**src/hdl/mlq_pkg.sv**
```systemverilog
// Shared constants, types and controller/datapath signal groups for the
// multilevel queue slot scheduler. No dependencies.
`default_nettype none

package mlq_pkg;

    localparam int NUM_PRIO    = 8;
    localparam int QUEUE_DEPTH = 16;
    localparam int ID_WIDTH    = 8;

    localparam int LVL_W  = $clog2(NUM_PRIO);
    localparam int PTR_W  = $clog2(QUEUE_DEPTH);
    localparam int CNT_W  = $clog2(QUEUE_DEPTH + 1);
    localparam int SLOT_W = $clog2(NUM_PRIO + 1);
    localparam int STORE_DEPTH = NUM_PRIO * QUEUE_DEPTH;
    localparam int ADDR_W = $clog2(STORE_DEPTH);

    typedef logic [LVL_W-1:0]    lvl_t;
    typedef logic [PTR_W-1:0]    ptr_t;
    typedef logic [CNT_W-1:0]    cnt_t;
    typedef logic [SLOT_W-1:0]   slot_t;
    typedef logic [ADDR_W-1:0]   addr_t;
    typedef logic [ID_WIDTH-1:0] id_t;

    typedef struct packed {
        logic load;
        logic enq;
        logic try_step;
        logic finish;
    } ctl_t;

    typedef struct packed {
        logic is_get;
        logic hit;
        logic out_free;
    } sts_t;

endpackage

`default_nettype wire

```
**src/hdl/mlq_ram.sv**
```systemverilog
// Generic single write port RAM with registered read.
// No dependencies.
`default_nettype none

module mlq_ram #(
    parameter int WIDTH = 8,
    parameter int DEPTH = 16
) (
    input  wire logic                     clk,
    input  wire logic                     wr_en,
    input  wire logic [$clog2(DEPTH)-1:0] wr_addr,
    input  wire logic [WIDTH-1:0]         wr_data,
    input  wire logic                     rd_en,
    input  wire logic [$clog2(DEPTH)-1:0] rd_addr,
    output logic      [WIDTH-1:0]         rd_data
);

    logic [WIDTH-1:0] mem_reg [DEPTH];

    always_ff @(posedge clk)
    begin
        if (wr_en)
        begin
            mem_reg[wr_addr] <= wr_data;
        end
        if (rd_en)
        begin
            rd_data <= mem_reg[rd_addr];
        end
    end

endmodule

`default_nettype wire

```
**src/hdl/mlq_datapath.sv**
```systemverilog
// Datapath: per-level FIFO pointers and counts, level/slot state, id store,
// result and output registers. Uses mlq_pkg and mlq_ram.
`default_nettype none

module mlq_datapath (
    input  wire logic          clk,
    input  wire logic          rst_n,
    input  wire mlq_pkg::ctl_t ctl,
    output mlq_pkg::sts_t      sts,
    input  wire logic          command,
    input  wire logic [7:0]    proc_id,
    input  wire logic [7:0]    prio,
    output logic               out_valid,
    input  wire logic          out_stall,
    output logic               granted,
    output logic [7:0]         out_proc_id,
    output logic [2:0]         out_level,
    output logic               dropped
);

    mlq_pkg::ptr_t  head_reg  [mlq_pkg::NUM_PRIO];
    mlq_pkg::cnt_t  count_reg [mlq_pkg::NUM_PRIO];
    mlq_pkg::lvl_t  cur_reg, cur_next;
    mlq_pkg::slot_t slots_reg, slots_next;

    logic          is_get_reg;
    mlq_pkg::id_t  id_reg;
    mlq_pkg::lvl_t enq_lvl_reg;

    logic          res_granted_reg;
    mlq_pkg::lvl_t res_level_reg;
    logic          res_dropped_reg;
    logic          out_valid_reg;

    mlq_pkg::lvl_t  lvl_eff, lvl_after, sel_lvl;
    mlq_pkg::slot_t slots_eff;
    mlq_pkg::ptr_t  head_sel, head_inc;
    mlq_pkg::cnt_t  cnt_sel;
    logic [mlq_pkg::CNT_W:0] head_ext, wsum, wpos;
    mlq_pkg::ptr_t  ptr_sel;
    mlq_pkg::addr_t ram_addr;
    mlq_pkg::id_t   rd_data;
    logic           full, hit, wr_en, rd_en;

    function automatic mlq_pkg::lvl_t next_lvl(input mlq_pkg::lvl_t l);
        next_lvl = (l == mlq_pkg::lvl_t'(mlq_pkg::NUM_PRIO - 1)) ? '0 : l + 1'b1;
    endfunction

    function automatic mlq_pkg::slot_t lvl_slots(input mlq_pkg::lvl_t l);
        lvl_slots = mlq_pkg::slot_t'(mlq_pkg::NUM_PRIO) - mlq_pkg::slot_t'(l);
    endfunction

    always_comb
    begin
        if (slots_reg == '0)
        begin
            lvl_eff   = next_lvl(cur_reg);
            slots_eff = lvl_slots(next_lvl(cur_reg));
        end
        else
        begin
            lvl_eff   = cur_reg;
            slots_eff = slots_reg;
        end
        lvl_after = next_lvl(lvl_eff);
        sel_lvl   = ctl.try_step ? lvl_eff : enq_lvl_reg;
        head_sel  = head_reg[sel_lvl];
        cnt_sel   = count_reg[sel_lvl];
        full      = (cnt_sel == mlq_pkg::cnt_t'(mlq_pkg::QUEUE_DEPTH));
        hit       = (cnt_sel != '0);
        head_inc  = (head_sel == mlq_pkg::ptr_t'(mlq_pkg::QUEUE_DEPTH - 1)) ?
                    '0 : head_sel + 1'b1;
        head_ext  = {{(mlq_pkg::CNT_W + 1 - mlq_pkg::PTR_W){1'b0}}, head_sel};
        wsum      = head_ext + {1'b0, cnt_sel};
        wpos      = (wsum >= (mlq_pkg::CNT_W + 1)'(mlq_pkg::QUEUE_DEPTH)) ?
                    wsum - (mlq_pkg::CNT_W + 1)'(mlq_pkg::QUEUE_DEPTH) : wsum;
        ptr_sel   = ctl.try_step ? head_sel : wpos[mlq_pkg::PTR_W-1:0];
        ram_addr  = mlq_pkg::addr_t'(mlq_pkg::addr_t'(sel_lvl)
                    * mlq_pkg::addr_t'(mlq_pkg::QUEUE_DEPTH)
                    + mlq_pkg::addr_t'(ptr_sel));
        wr_en     = ctl.enq && !full;
        rd_en     = ctl.try_step && hit;
        cur_next   = cur_reg;
        slots_next = slots_reg;
        if (ctl.try_step)
        begin
            if (hit)
            begin
                cur_next   = lvl_eff;
                slots_next = slots_eff - 1'b1;
            end
            else
            begin
                cur_next   = lvl_after;
                slots_next = lvl_slots(lvl_after);
            end
        end
    end

    mlq_ram #(
        .WIDTH (mlq_pkg::ID_WIDTH),
        .DEPTH (mlq_pkg::STORE_DEPTH)
    ) u_store (
        .clk     (clk),
        .wr_en   (wr_en),
        .wr_addr (ram_addr),
        .wr_data (id_reg),
        .rd_en   (rd_en),
        .rd_addr (ram_addr),
        .rd_data (rd_data)
    );

    always_ff @(posedge clk or negedge rst_n)
    begin
        if (!rst_n)
        begin
            for (int i = 0; i < mlq_pkg::NUM_PRIO; i++)
            begin
                head_reg[i]  <= '0;
                count_reg[i] <= '0;
            end
            cur_reg       <= '0;
            slots_reg     <= mlq_pkg::slot_t'(mlq_pkg::NUM_PRIO);
            out_valid_reg <= 1'b0;
        end
        else
        begin
            cur_reg   <= cur_next;
            slots_reg <= slots_next;
            if (wr_en)
            begin
                count_reg[sel_lvl] <= cnt_sel + 1'b1;
            end
            if (rd_en)
            begin
                head_reg[sel_lvl]  <= head_inc;
                count_reg[sel_lvl] <= cnt_sel - 1'b1;
            end
            if (ctl.finish)
            begin
                out_valid_reg <= 1'b1;
            end
            else if (!out_stall)
            begin
                out_valid_reg <= 1'b0;
            end
        end
    end

    always_ff @(posedge clk)
    begin
        if (ctl.load)
        begin
            is_get_reg      <= command;
            id_reg          <= mlq_pkg::id_t'(proc_id);
            enq_lvl_reg     <= (prio >= 8'(mlq_pkg::NUM_PRIO - 1)) ?
                               mlq_pkg::lvl_t'(mlq_pkg::NUM_PRIO - 1) :
                               mlq_pkg::lvl_t'(prio);
            res_granted_reg <= 1'b0;
            res_level_reg   <= '0;
            res_dropped_reg <= 1'b0;
        end
        if (ctl.enq)
        begin
            res_dropped_reg <= full;
        end
        if (rd_en)
        begin
            res_granted_reg <= 1'b1;
            res_level_reg   <= lvl_eff;
        end
        if (ctl.finish)
        begin
            granted     <= res_granted_reg;
            out_proc_id <= res_granted_reg ? 8'(rd_data) : 8'd0;
            out_level   <= 3'(res_level_reg);
            dropped     <= res_dropped_reg;
        end
    end

    assign out_valid    = out_valid_reg;
    assign sts.is_get   = is_get_reg;
    assign sts.hit      = hit;
    assign sts.out_free = !out_valid_reg || !out_stall;

endmodule

`default_nettype wire

```
**src/hdl/mlq_ctrl.sv**
```systemverilog
// Controller: sequences one transfer at a time through enqueue or the
// level scan, then hands the result to the output register. Uses mlq_pkg.
`default_nettype none

module mlq_ctrl (
    input  wire logic          clk,
    input  wire logic          rst_n,
    input  wire logic          in_valid,
    output logic               in_stall,
    output mlq_pkg::ctl_t      ctl,
    input  wire mlq_pkg::sts_t sts
);

    typedef enum logic [1:0] {
        S_IDLE,
        S_ENQ,
        S_SCAN,
        S_FIN
    } state_t;

    state_t        state_reg, state_next;
    mlq_pkg::lvl_t try_reg, try_next;

    always_comb
    begin
        state_next   = state_reg;
        try_next     = try_reg;
        ctl          = '0;
        case (state_reg)
            S_IDLE:
            begin
                if (in_valid)
                begin
                    ctl.load   = 1'b1;
                    state_next = S_ENQ;
                end
            end
            S_ENQ:
            begin
                if (sts.is_get)
                begin
                    try_next   = '0;
                    state_next = S_SCAN;
                end
                else
                begin
                    ctl.enq    = 1'b1;
                    state_next = S_FIN;
                end
            end
            S_SCAN:
            begin
                ctl.try_step = 1'b1;
                if (sts.hit || try_reg == mlq_pkg::lvl_t'(mlq_pkg::NUM_PRIO - 1))
                begin
                    state_next = S_FIN;
                end
                else
                begin
                    try_next = try_reg + 1'b1;
                end
            end
            S_FIN:
            begin
                if (sts.out_free)
                begin
                    ctl.finish = 1'b1;
                    state_next = S_IDLE;
                end
            end
            default:
            begin
                state_next = S_IDLE;
            end
        endcase
    end

    always_ff @(posedge clk or negedge rst_n)
    begin
        if (!rst_n)
        begin
            state_reg <= S_IDLE;
            try_reg   <= '0;
        end
        else
        begin
            state_reg <= state_next;
            try_reg   <= try_next;
        end
    end

    assign in_stall = (state_reg != S_IDLE);

endmodule

`default_nettype wire

```
**src/hdl/mlq_slot_scheduler.sv**
```systemverilog
// Top level of the multilevel queue slot scheduler.
// Uses mlq_pkg, mlq_ctrl, mlq_datapath (which holds mlq_ram).
//
// channel  direction  handshake            payload
// in       to block   in_valid / in_stall  command, proc_id, prio
// out      from block out_valid / out_stall granted, out_proc_id, out_level, dropped
//
// One transfer in flight: an enqueue result is loaded after the load and enqueue states, in the finish state.
// A get goes from the enqueue state into the level scan, which tries one level per cycle, then to the finish state.
// The id store read is registered; it is read in the scan, before the result is loaded.
// The next transfer is taken the cycle after a result is loaded; a stalled result holds it.
// Reset clears pointers, counts, level 0 and its full slot count; no clearing pass.
`default_nettype none

module mlq_slot_scheduler (
    input  wire logic       clk,
    input  wire logic       rst_n,
    input  wire logic       in_valid,
    output logic            in_stall,
    input  wire logic       command,
    input  wire logic [7:0] proc_id,
    input  wire logic [7:0] prio,
    output logic            out_valid,
    input  wire logic       out_stall,
    output logic            granted,
    output logic [7:0]      out_proc_id,
    output logic [2:0]      out_level,
    output logic            dropped
);

    mlq_pkg::ctl_t ctl;
    mlq_pkg::sts_t sts;

    mlq_ctrl u_ctrl (
        .clk      (clk),
        .rst_n    (rst_n),
        .in_valid (in_valid),
        .in_stall (in_stall),
        .ctl      (ctl),
        .sts      (sts)
    );

    mlq_datapath u_dp (
        .clk         (clk),
        .rst_n       (rst_n),
        .ctl         (ctl),
        .sts         (sts),
        .command     (command),
        .proc_id     (proc_id),
        .prio        (prio),
        .out_valid   (out_valid),
        .out_stall   (out_stall),
        .granted     (granted),
        .out_proc_id (out_proc_id),
        .out_level   (out_level),
        .dropped     (dropped)
    );

endmodule

`default_nettype wire

```
**config.mk**
```make
export PLATFORM = sky130hd
export DESIGN_NAME = mlq_slot_scheduler
export DESIGN_NICKNAME = d
export VERILOG_FILES = /design/src/hdl/mlq_pkg.sv /design/src/hdl/mlq_ram.sv /design/src/hdl/mlq_datapath.sv /design/src/hdl/mlq_ctrl.sv /design/src/hdl/mlq_slot_scheduler.sv
export SDC_FILE = /design/constraint.sdc
export NUM_CORES = 1
export LEC_CHECK = 0
export BUFFER_PORTS_ARGS = -buffer_cell sky130_fd_sc_hd__buf_2
export CELL_PAD_IN_SITES_DETAIL_PLACEMENT = 2
export CELL_PAD_IN_SITES_GLOBAL_PLACEMENT = 2
export CORE_MARGIN = 2
export CORE_UTILIZATION = 26
export DETAILED_ROUTE_END_ITERATION = 16
export PLACE_DENSITY_LB_ADDON = 0.1
export SLEW_MARGIN = 20
export SYNTH_ARGS = -nofsm -noshare
export SYNTH_HDL_FRONTEND = slang
export SYNTH_SLANG_ARGS = --single-unit
```
**constraint.sdc**
```tcl
create_clock -name clk -period 5.75 [get_ports clk]
set_input_delay 1.15 -clock clk [delete_from_list [all_inputs] [get_ports clk]]
set_output_delay 1.15 -clock clk [all_outputs]
set_load 0.02 [all_outputs]
```
* Yosys cells after proc, flatten, opt, wreduce, memory -nomap -nowiden
Memory sizes are Yosys's and may differ from the RTL's. A register that Yosys moved wholly into a read port is not among the register bits. Index checks and enable logic that the tools add are counted. Widths: inputs -> output; s select.
Storage, ports and cells: register bits after elaboration 115, RAM bits 1024, input bits 21, output and inout bits 15, word-level logic and storage cells 128, memories 1
Cells by class: add/subtract/negate cells 12, order comparisons 4, eq/ne operators 14, mux-type cells 48, bitwise operators 1, reductions and logical operators 17
Memories:
- u_dp.u_store.mem_reg | words 128, width 8, rd ports 1, clocked after memory_dff 1, write ports 1, line mlq_ram.sv:18 | logic [WIDTH-1:0] mem_reg [DEPTH];
Operators by type and width (count):
- $bwmux 40 | 2
- $mux 40 | 2
- $bwmux 32 | 1
- $mux 4 | 8
- $mux 3 | 9
- $bmux 5 s3 | 1
- $demux 5 s3 | 1
- $mux 5 | 3
- $mux 1 | 14
- $bmux 4 s3 | 1
- $demux 4 s3 | 1
- $add 3x1->3 const B | 3
- $eq 3x3->1 const B | 3
- $ge 8x3->1 const B | 1
- $pmux 2 s4 | 1
- $reduce_bool 2->1 | 4
- $sub 4x1->4 const B | 2
- $sub 4x3->4 const A | 2
- $add 7x4->7 | 1
- $add 4x5->6 | 1
- $ge 6x5->1 const B | 1
- $mux 2 | 3
- $ne 2x1->1 const B | 3
- $ne 2x2->1 const B | 3
- 18 further kinds | 25

* Logic depth before layout (Yosys ltp)
word-level depth 14, depth in mapped cells 29, gate-level depth less buffers 21

* Modules after synthesis
From an unflattened synthesis, not the netlist that was laid out.
Second synthesis, totals: cell total of the unflattened synthesis 2205, area, all modules 46115.5 um^2
By module, submodules not included:
- mlq_ram | times used 1, cells each 1635, area each 39745.6 um^2
- mlq_datapath | times used 1, cells each 533, area each 5975.7 um^2
- mlq_ctrl | times used 1, cells each 37, area each 394.1 um^2

* Least setup slack after synthesis
Ideal clock, no wire load.
path kind flip-flop to flip-flop, start point register u_dp.slots_reg[2], end point memory u_dp.u_store.mem_reg[98][0] (enable), setup time 0.370 ns, arrival time 5.923 ns, required time 5.380 ns, setup slack -0.544 ns, cell stages (with the launch flop) 25, clock period less this slack 6.294 ns, cells stage by stage dfrtp_1 or4_1 buf_2 o211ai_2 nand4_2 or3_1 nand2_1 or2_2 clkbuf_1 clkbuf_1 inv_1 ha_1 ha_1 buf_1 nor2_1 o21ba_2 clkbuf_1 buf_2 buf_2 buf_1 buf_2 buf_2 nand3_1 clkbuf_1 nor2_1
Between the ends: cells in the longest elaborated chain, start to end 12, elaborated cells on any way between the ends 21, those cells by class 3 x add/sub; 1 x order compare; 1 x eq/ne; 12 x mux; 1 x bitwise; 3 x reduce/logical
RTL lines:
- from (decl) | line mlq_datapath.sv:24 | mlq_pkg::slot_t slots_reg, slots_next;
- from (signal assigned) | line mlq_datapath.sv:123 | slots_reg <= mlq_pkg::slot_t'(mlq_pkg::NUM_PRIO);
- from (signal assigned) | line mlq_datapath.sv:129 | slots_reg <= slots_next;
- $logic_not 4->1 * | line mlq_datapath.sv:55 | if (slots_reg == '0)
- $mux 3 * | line mlq_datapath.sv:55
- $mux 3 * | line mlq_datapath.sv:66 | sel_lvl = ctl.try_step ? lvl_eff : enq_lvl_reg;
- $not 3->4 (implied by the code) | line mlq_datapath.sv:67, mlq_datapath.sv:68
- $bmux 4 s3 or $bmux 5 s3 (tied branches) | line mlq_datapath.sv:67, mlq_datapath.sv:68
- $mux 4 (implied by the code) or $mux 5 (tied branches) (2 in series) | line mlq_datapath.sv:67, mlq_datapath.sv:68
- $add 4x5->6 or $eq 5x5->1 (tied branches) | line mlq_datapath.sv:74, mlq_datapath.sv:69
- $ge 6x5->1 (tied with other cells) | line mlq_datapath.sv:75 | wpos = (wsum >= (mlq_pkg::CNT_W + 1)'(mlq_pkg::QUEUE_DEPTH)) ?
- $mux 4 or $logic_and 1x1->1 (tied branches) | line mlq_datapath.sv:75, mlq_datapath.sv:81
- $mux 4 or $mux 1 (tied branches) | line mlq_datapath.sv:77, mlq_ram.sv:22
- $add 7x4->7 or $mux 1 (tied branches) | line mlq_datapath.sv:80, mlq_ram.sv:24
- to (decl) | line mlq_ram.sv:18
Mark *: on every way between the ends. The rest lies on a longest branch, timed or not. The select of a mux whose other input is x is not followed.

* Worst setup path after layout
start point register u_dp.slots_reg[2], end point register u_dp.u_store.rd_data[0] (read register of u_dp.u_store.mem_reg), data pin
Between the ends: cells in the longest elaborated chain, start to end 12, elaborated cells on any way between the ends 18, those cells by class 3 x add/sub; 1 x order compare; 10 x mux; 1 x bitwise; 3 x reduce/logical
RTL lines:
- $logic_not 4->1 * | line mlq_datapath.sv:55
- $mux 3 * | line mlq_datapath.sv:55
- $mux 3 * | line mlq_datapath.sv:66
- $not 3->4 (implied by the code) | line mlq_datapath.sv:67, mlq_datapath.sv:68
- $bmux 4 s3 or $bmux 5 s3 (tied branches) | line mlq_datapath.sv:67, mlq_datapath.sv:68
- $mux 4 (implied by the code) or $mux 5 (tied branches) (2 in series) | line mlq_datapath.sv:67, mlq_datapath.sv:68
- $add 4x5->6 | line mlq_datapath.sv:74 | wsum = head_ext + {1'b0, cnt_sel};
- $ge 6x5->1 or $sub 4x1->4 (tied branches) | line mlq_datapath.sv:75, mlq_datapath.sv:76
- $mux 4 | line mlq_datapath.sv:75
- $mux 4 | line mlq_datapath.sv:77 | ptr_sel = ctl.try_step ? head_sel : wpos[mlq_pkg::PTR_W-1:0];
- $add 7x4->7 | line mlq_datapath.sv:80 | + mlq_pkg::addr_t'(ptr_sel));
- to (decl) | line mlq_ram.sv:15 | output logic [WIDTH-1:0] rd_data
Marked as above. A chain may end at the register's enable or synchronous reset.

==> results.sh <==
export IMPL_syn_cell_area_sq_um=47830
export IMPL_clkTransAtPathRegs_ps=60
export IMPL_cts_root_buf="clkbuf_16"
export IMPL_grt_ovfl_total=0
export IMPL_layout_drive_gt1_share_pct=19.51
export IMPL_grt_pass1_wl_um=266000
export IMPL_wl_per_cell_um=27.47
export IMPL_hp_class="in2async"
export IMPL_via_per_inst=4.895
export IMPL_num_vias=33200
export IMPL_antenna_found_initial=23
export IMPL_top_usage_layer="met2"
export IMPL_drt_iter0_drc=1932
export IMPL_netlist_cell_type_count=81
export IMPL_fmax_ghz=0.1789
export IMPL_syn_inst=3859
export IMPL_placed_area_sq_um=54380
export IMPL_grt_use_met2_pct=32.00
export IMPL_hpwl_um=115100
export IMPL_ant_nets=0
export IMPL_critPathArrivalTime_ps=6220
export IMPL_multi_input_area_sq_um=13690
export IMPL_cts_buffer_depth=3
export IMPL_syn_to_final_growth_pct=24.11
export IMPL_drcViolationCount=0
export IMPL_cts_buffers=143
export IMPL_reg2regPathDepth=24
export IMPL_hold_viol=0
export IMPL_track_usage_pct=19.73
export IMPL_drt_total_wl_um=186300
export IMPL_yosys_warnings=0
export IMPL_nNetsFinal=4244
export IMPL_clock_skew_ps=24.08
export IMPL_run_status="finished clean"
export IMPL_finalSetupViolCount=0
export IMPL_grt_max_degree=129
export IMPL_ys_seq_area_share_pct=71.11
export IMPL_criticalPathCategory="reg2reg"
export IMPL_crit_fanout=13
export IMPL_fp_coreArea_sq_um=182900
export IMPL_dieWidth_um=432.9
export IMPL_async_flop_share_pct=7.411
export IMPL_htree_levels=4
export IMPL_period_needed_ps=5590
export IMPL_routabilityCongestion=0.7870
export IMPL_r2r_setup_slack_ps=160
export IMPL_cts_sinks=1147
export IMPL_synth_nets=3899
export IMPL_drv_cap=0
export IMPL_r2r_end="u_dp.u_store.rd_data[0]$_DFFE_PP_"
export IMPL_io_pins=36
export IMPL_start_util_pct=26.15
export IMPL_ys_seq_elements=1147
export IMPL_fillers=19120
export IMPL_cts_tree="built"
export IMPL_grt_use_met1_pct=26.83
export IMPL_maxSlewHeadroom_pct=30.71
export IMPL_worst_setup_path_start_kind="register"
export IMPL_r2r_start="u_dp.slots_reg[2]$_DFFE_PN0P_"
export IMPL_tns_ps=0
export IMPL_largest_register_ffs=1024
export IMPL_seq_area_sq_um=34010
export IMPL_stdcell_area_sq_um=59360
export IMPL_clock_latency_ps=780
export IMPL_synth_edf_count=1061
export IMPL_fp_dieH_um=432.9
export IMPL_avgSynthCellArea_sq_um=12.39
export IMPL_met3_usage_pct=3.383
export IMPL_maxSlewViolCount=0
export IMPL_critical_path_required_ps=6380
export IMPL_dp_cells=6504
export IMPL_synthFlopType="edfxtp_1"
export IMPL_dieArea_sq_um=187400
export IMPL_fp_row_count=157
export IMPL_firstDrtPassIters=5
export IMPL_period_share_pct=97.22
export IMPL_worst_setup_path_end_kind="register"
export IMPL_worst_pin_slew_ps=1034
export IMPL_io_buffers=35
export IMPL_grt_pass1_vias=35780
export IMPL_final_cells=6782
worst max-delay path, cell delays in order (launching register included):
cell and delay [ps]:
dfrtp_1 370, buf_4 160, nor4_4 240, buf_4 200
mux2i_2 360, o21ai_0 170, a311oi_2 340, nor2_1 80
or2_2 320, inv_1 110, ha_2 230, ha_4 230
nor2_4 120, o21bai_4 240, buf_4 190, buf_12 160
nand2_1 80, and3_1 170, a311oi_1 270, buf_4 170
nor4_1 40, buf_4 160, a211o_2 400, or3_4 460
nand4b_1 120
area by class of cell:
cell class / count / area share [%]
Antenna cell: 2 / 0.008431
Clock buffer: 199 / 6.557
Timing Repair Buffer: 452 / 6.865
Inverter: 20 / 0.1265
Clock inverter: 58 / 0.8895
Sequential cell: 1147 / 57.29
Tap cell: 2464 / 5.194
Multi-Input combinational cell: 2440 / 23.07
Yosys cell counts, drive strengths merged, types with 8 or more instances:
library cell  number  share of area [%]
and3              94                1.2
o22ai             22               0.30
mux2i             24               0.50
a211oi            12               0.19
a311o             12               0.25
o211ai             8               0.19
a311oi           172                3.1
nand2b            12               0.16
or3               15               0.20
nor2             204                1.6
edfxtp          1061                 67
a31oi             33               0.43
o2111ai            8               0.15
a211o              8               0.15
xnor2             13               0.24
xor2               9               0.16
mux2              35               0.82
nand3            389                4.1
nor4              14               0.21
o21ai             43               0.45
buf              143                1.4
and2              14               0.18
nor3              14               0.18
a21oi             83               0.88
clkbuf           110               0.87
inv               20               0.16
nand2           1097                8.6
dfrtp             84                4.4
ha                19               0.50
o22a              12               0.22
kinds of logic after synthesis:
group | synth area share [%]
multiplexers | 1.420
XOR/XNOR | 0.4029
AND/OR/NAND/NOR | 16.92
adder cells (fa/ha/maj) | 0.4970
flip-flops | 71.11
buffers and inverters | 2.433
AO/OA/AOI/OAI | 7.223
worst max-delay path by stage:
stage / cells past startpoint / to / from / slack (ps)
floorplan: 23 / u_dp.u_store.mem_reg[114][0]$_DFFE_PP_ / u_dp.slots_reg[2]$_DFFE_PN0P_ / 10
global placement: 26 / u_dp.u_store.rd_data[7]$_DFFE_PP_ / u_dp.cur_reg[1]$_DFFE_PN0P_ / -330
detailed placement: 24 / u_dp.u_store.rd_data[7]$_DFFE_PP_ / u_dp.cur_reg[1]$_DFFE_PN0P_ / -360
CTS: 23 / u_dp.u_store.rd_data[1]$_DFFE_PP_ / u_dp.cur_reg[1]$_DFFE_PN0P_ / 6
global route: 24 / u_dp.u_store.rd_data[0]$_DFFE_PP_ / u_dp.cur_reg[0]$_DFFE_PN0P_ / -10
finish: 24 / u_dp.u_store.rd_data[0]$_DFFE_PP_ / u_dp.slots_reg[2]$_DFFE_PN0P_ / 160
metal layers:
metal / vias up / wire length, um
met2: 538 / 87280
li1: 14970 / -
met3: 258 / 7499
met5: - / 52
met4: 8 / 5288
met1: 17420 / 86160
timing repair:
action	CTS	global route
gates resized for setup	24	38
pin swaps	1	7
hold buffers	0	0
gates cloned	1	3
setup buffers	2	13
setup endpoints to repair	8	245
cell usage in the layout, fill, tap and decap left out, types with 13 or more instances in the layout:
cell type | synthesis | final
o22ai_1 | 21 | 21
o21ai_0 | 41 | 39
nor2_1 | 203 | 120
ha_1 | 19 | 16
or3_1 | 15 | 14
a311oi_2 | 0 | 13
buf_12 | 0 | 55
buf_2 | 104 | 34
a31oi_1 | 33 | 30
clkinv_1 | 0 | 24
buf_4 | 0 | 355
clkbuf_1 | 109 | 49
clkinv_2 | 0 | 14
mux2i_1 | 24 | 22
nand3_1 | 389 | 381
mux2_2 | 35 | 34
clkbuf_16 | 0 | 148
nand2_1 | 1097 | 1093
dfrtp_1 | 84 | 84
a311oi_1 | 172 | 158
nor2_4 | 0 | 83
inv_1 | 19 | 19
edfxtp_1 | 1061 | 1061
a21oi_1 | 82 | 81
and3_1 | 94 | 94
metrics by stage:
stage	utilization [%]	hold slack [ps]	setup slack [ps]
4_1_cts	32.25	285.2	6.402
6_report	32.46	328.7	160.0
3_5_place_dp	29.74	406.5	-362.7
3_3_place_gp	29.73	407.2	-333.7
2_1_floorplan	-	400.3	12.43
5_1_grt	32.46	311.9	-13.71
Power is left out: the tool's default activity adds up to more than one toggle a clock period on the data nets, which glitch-free logic cannot reach.
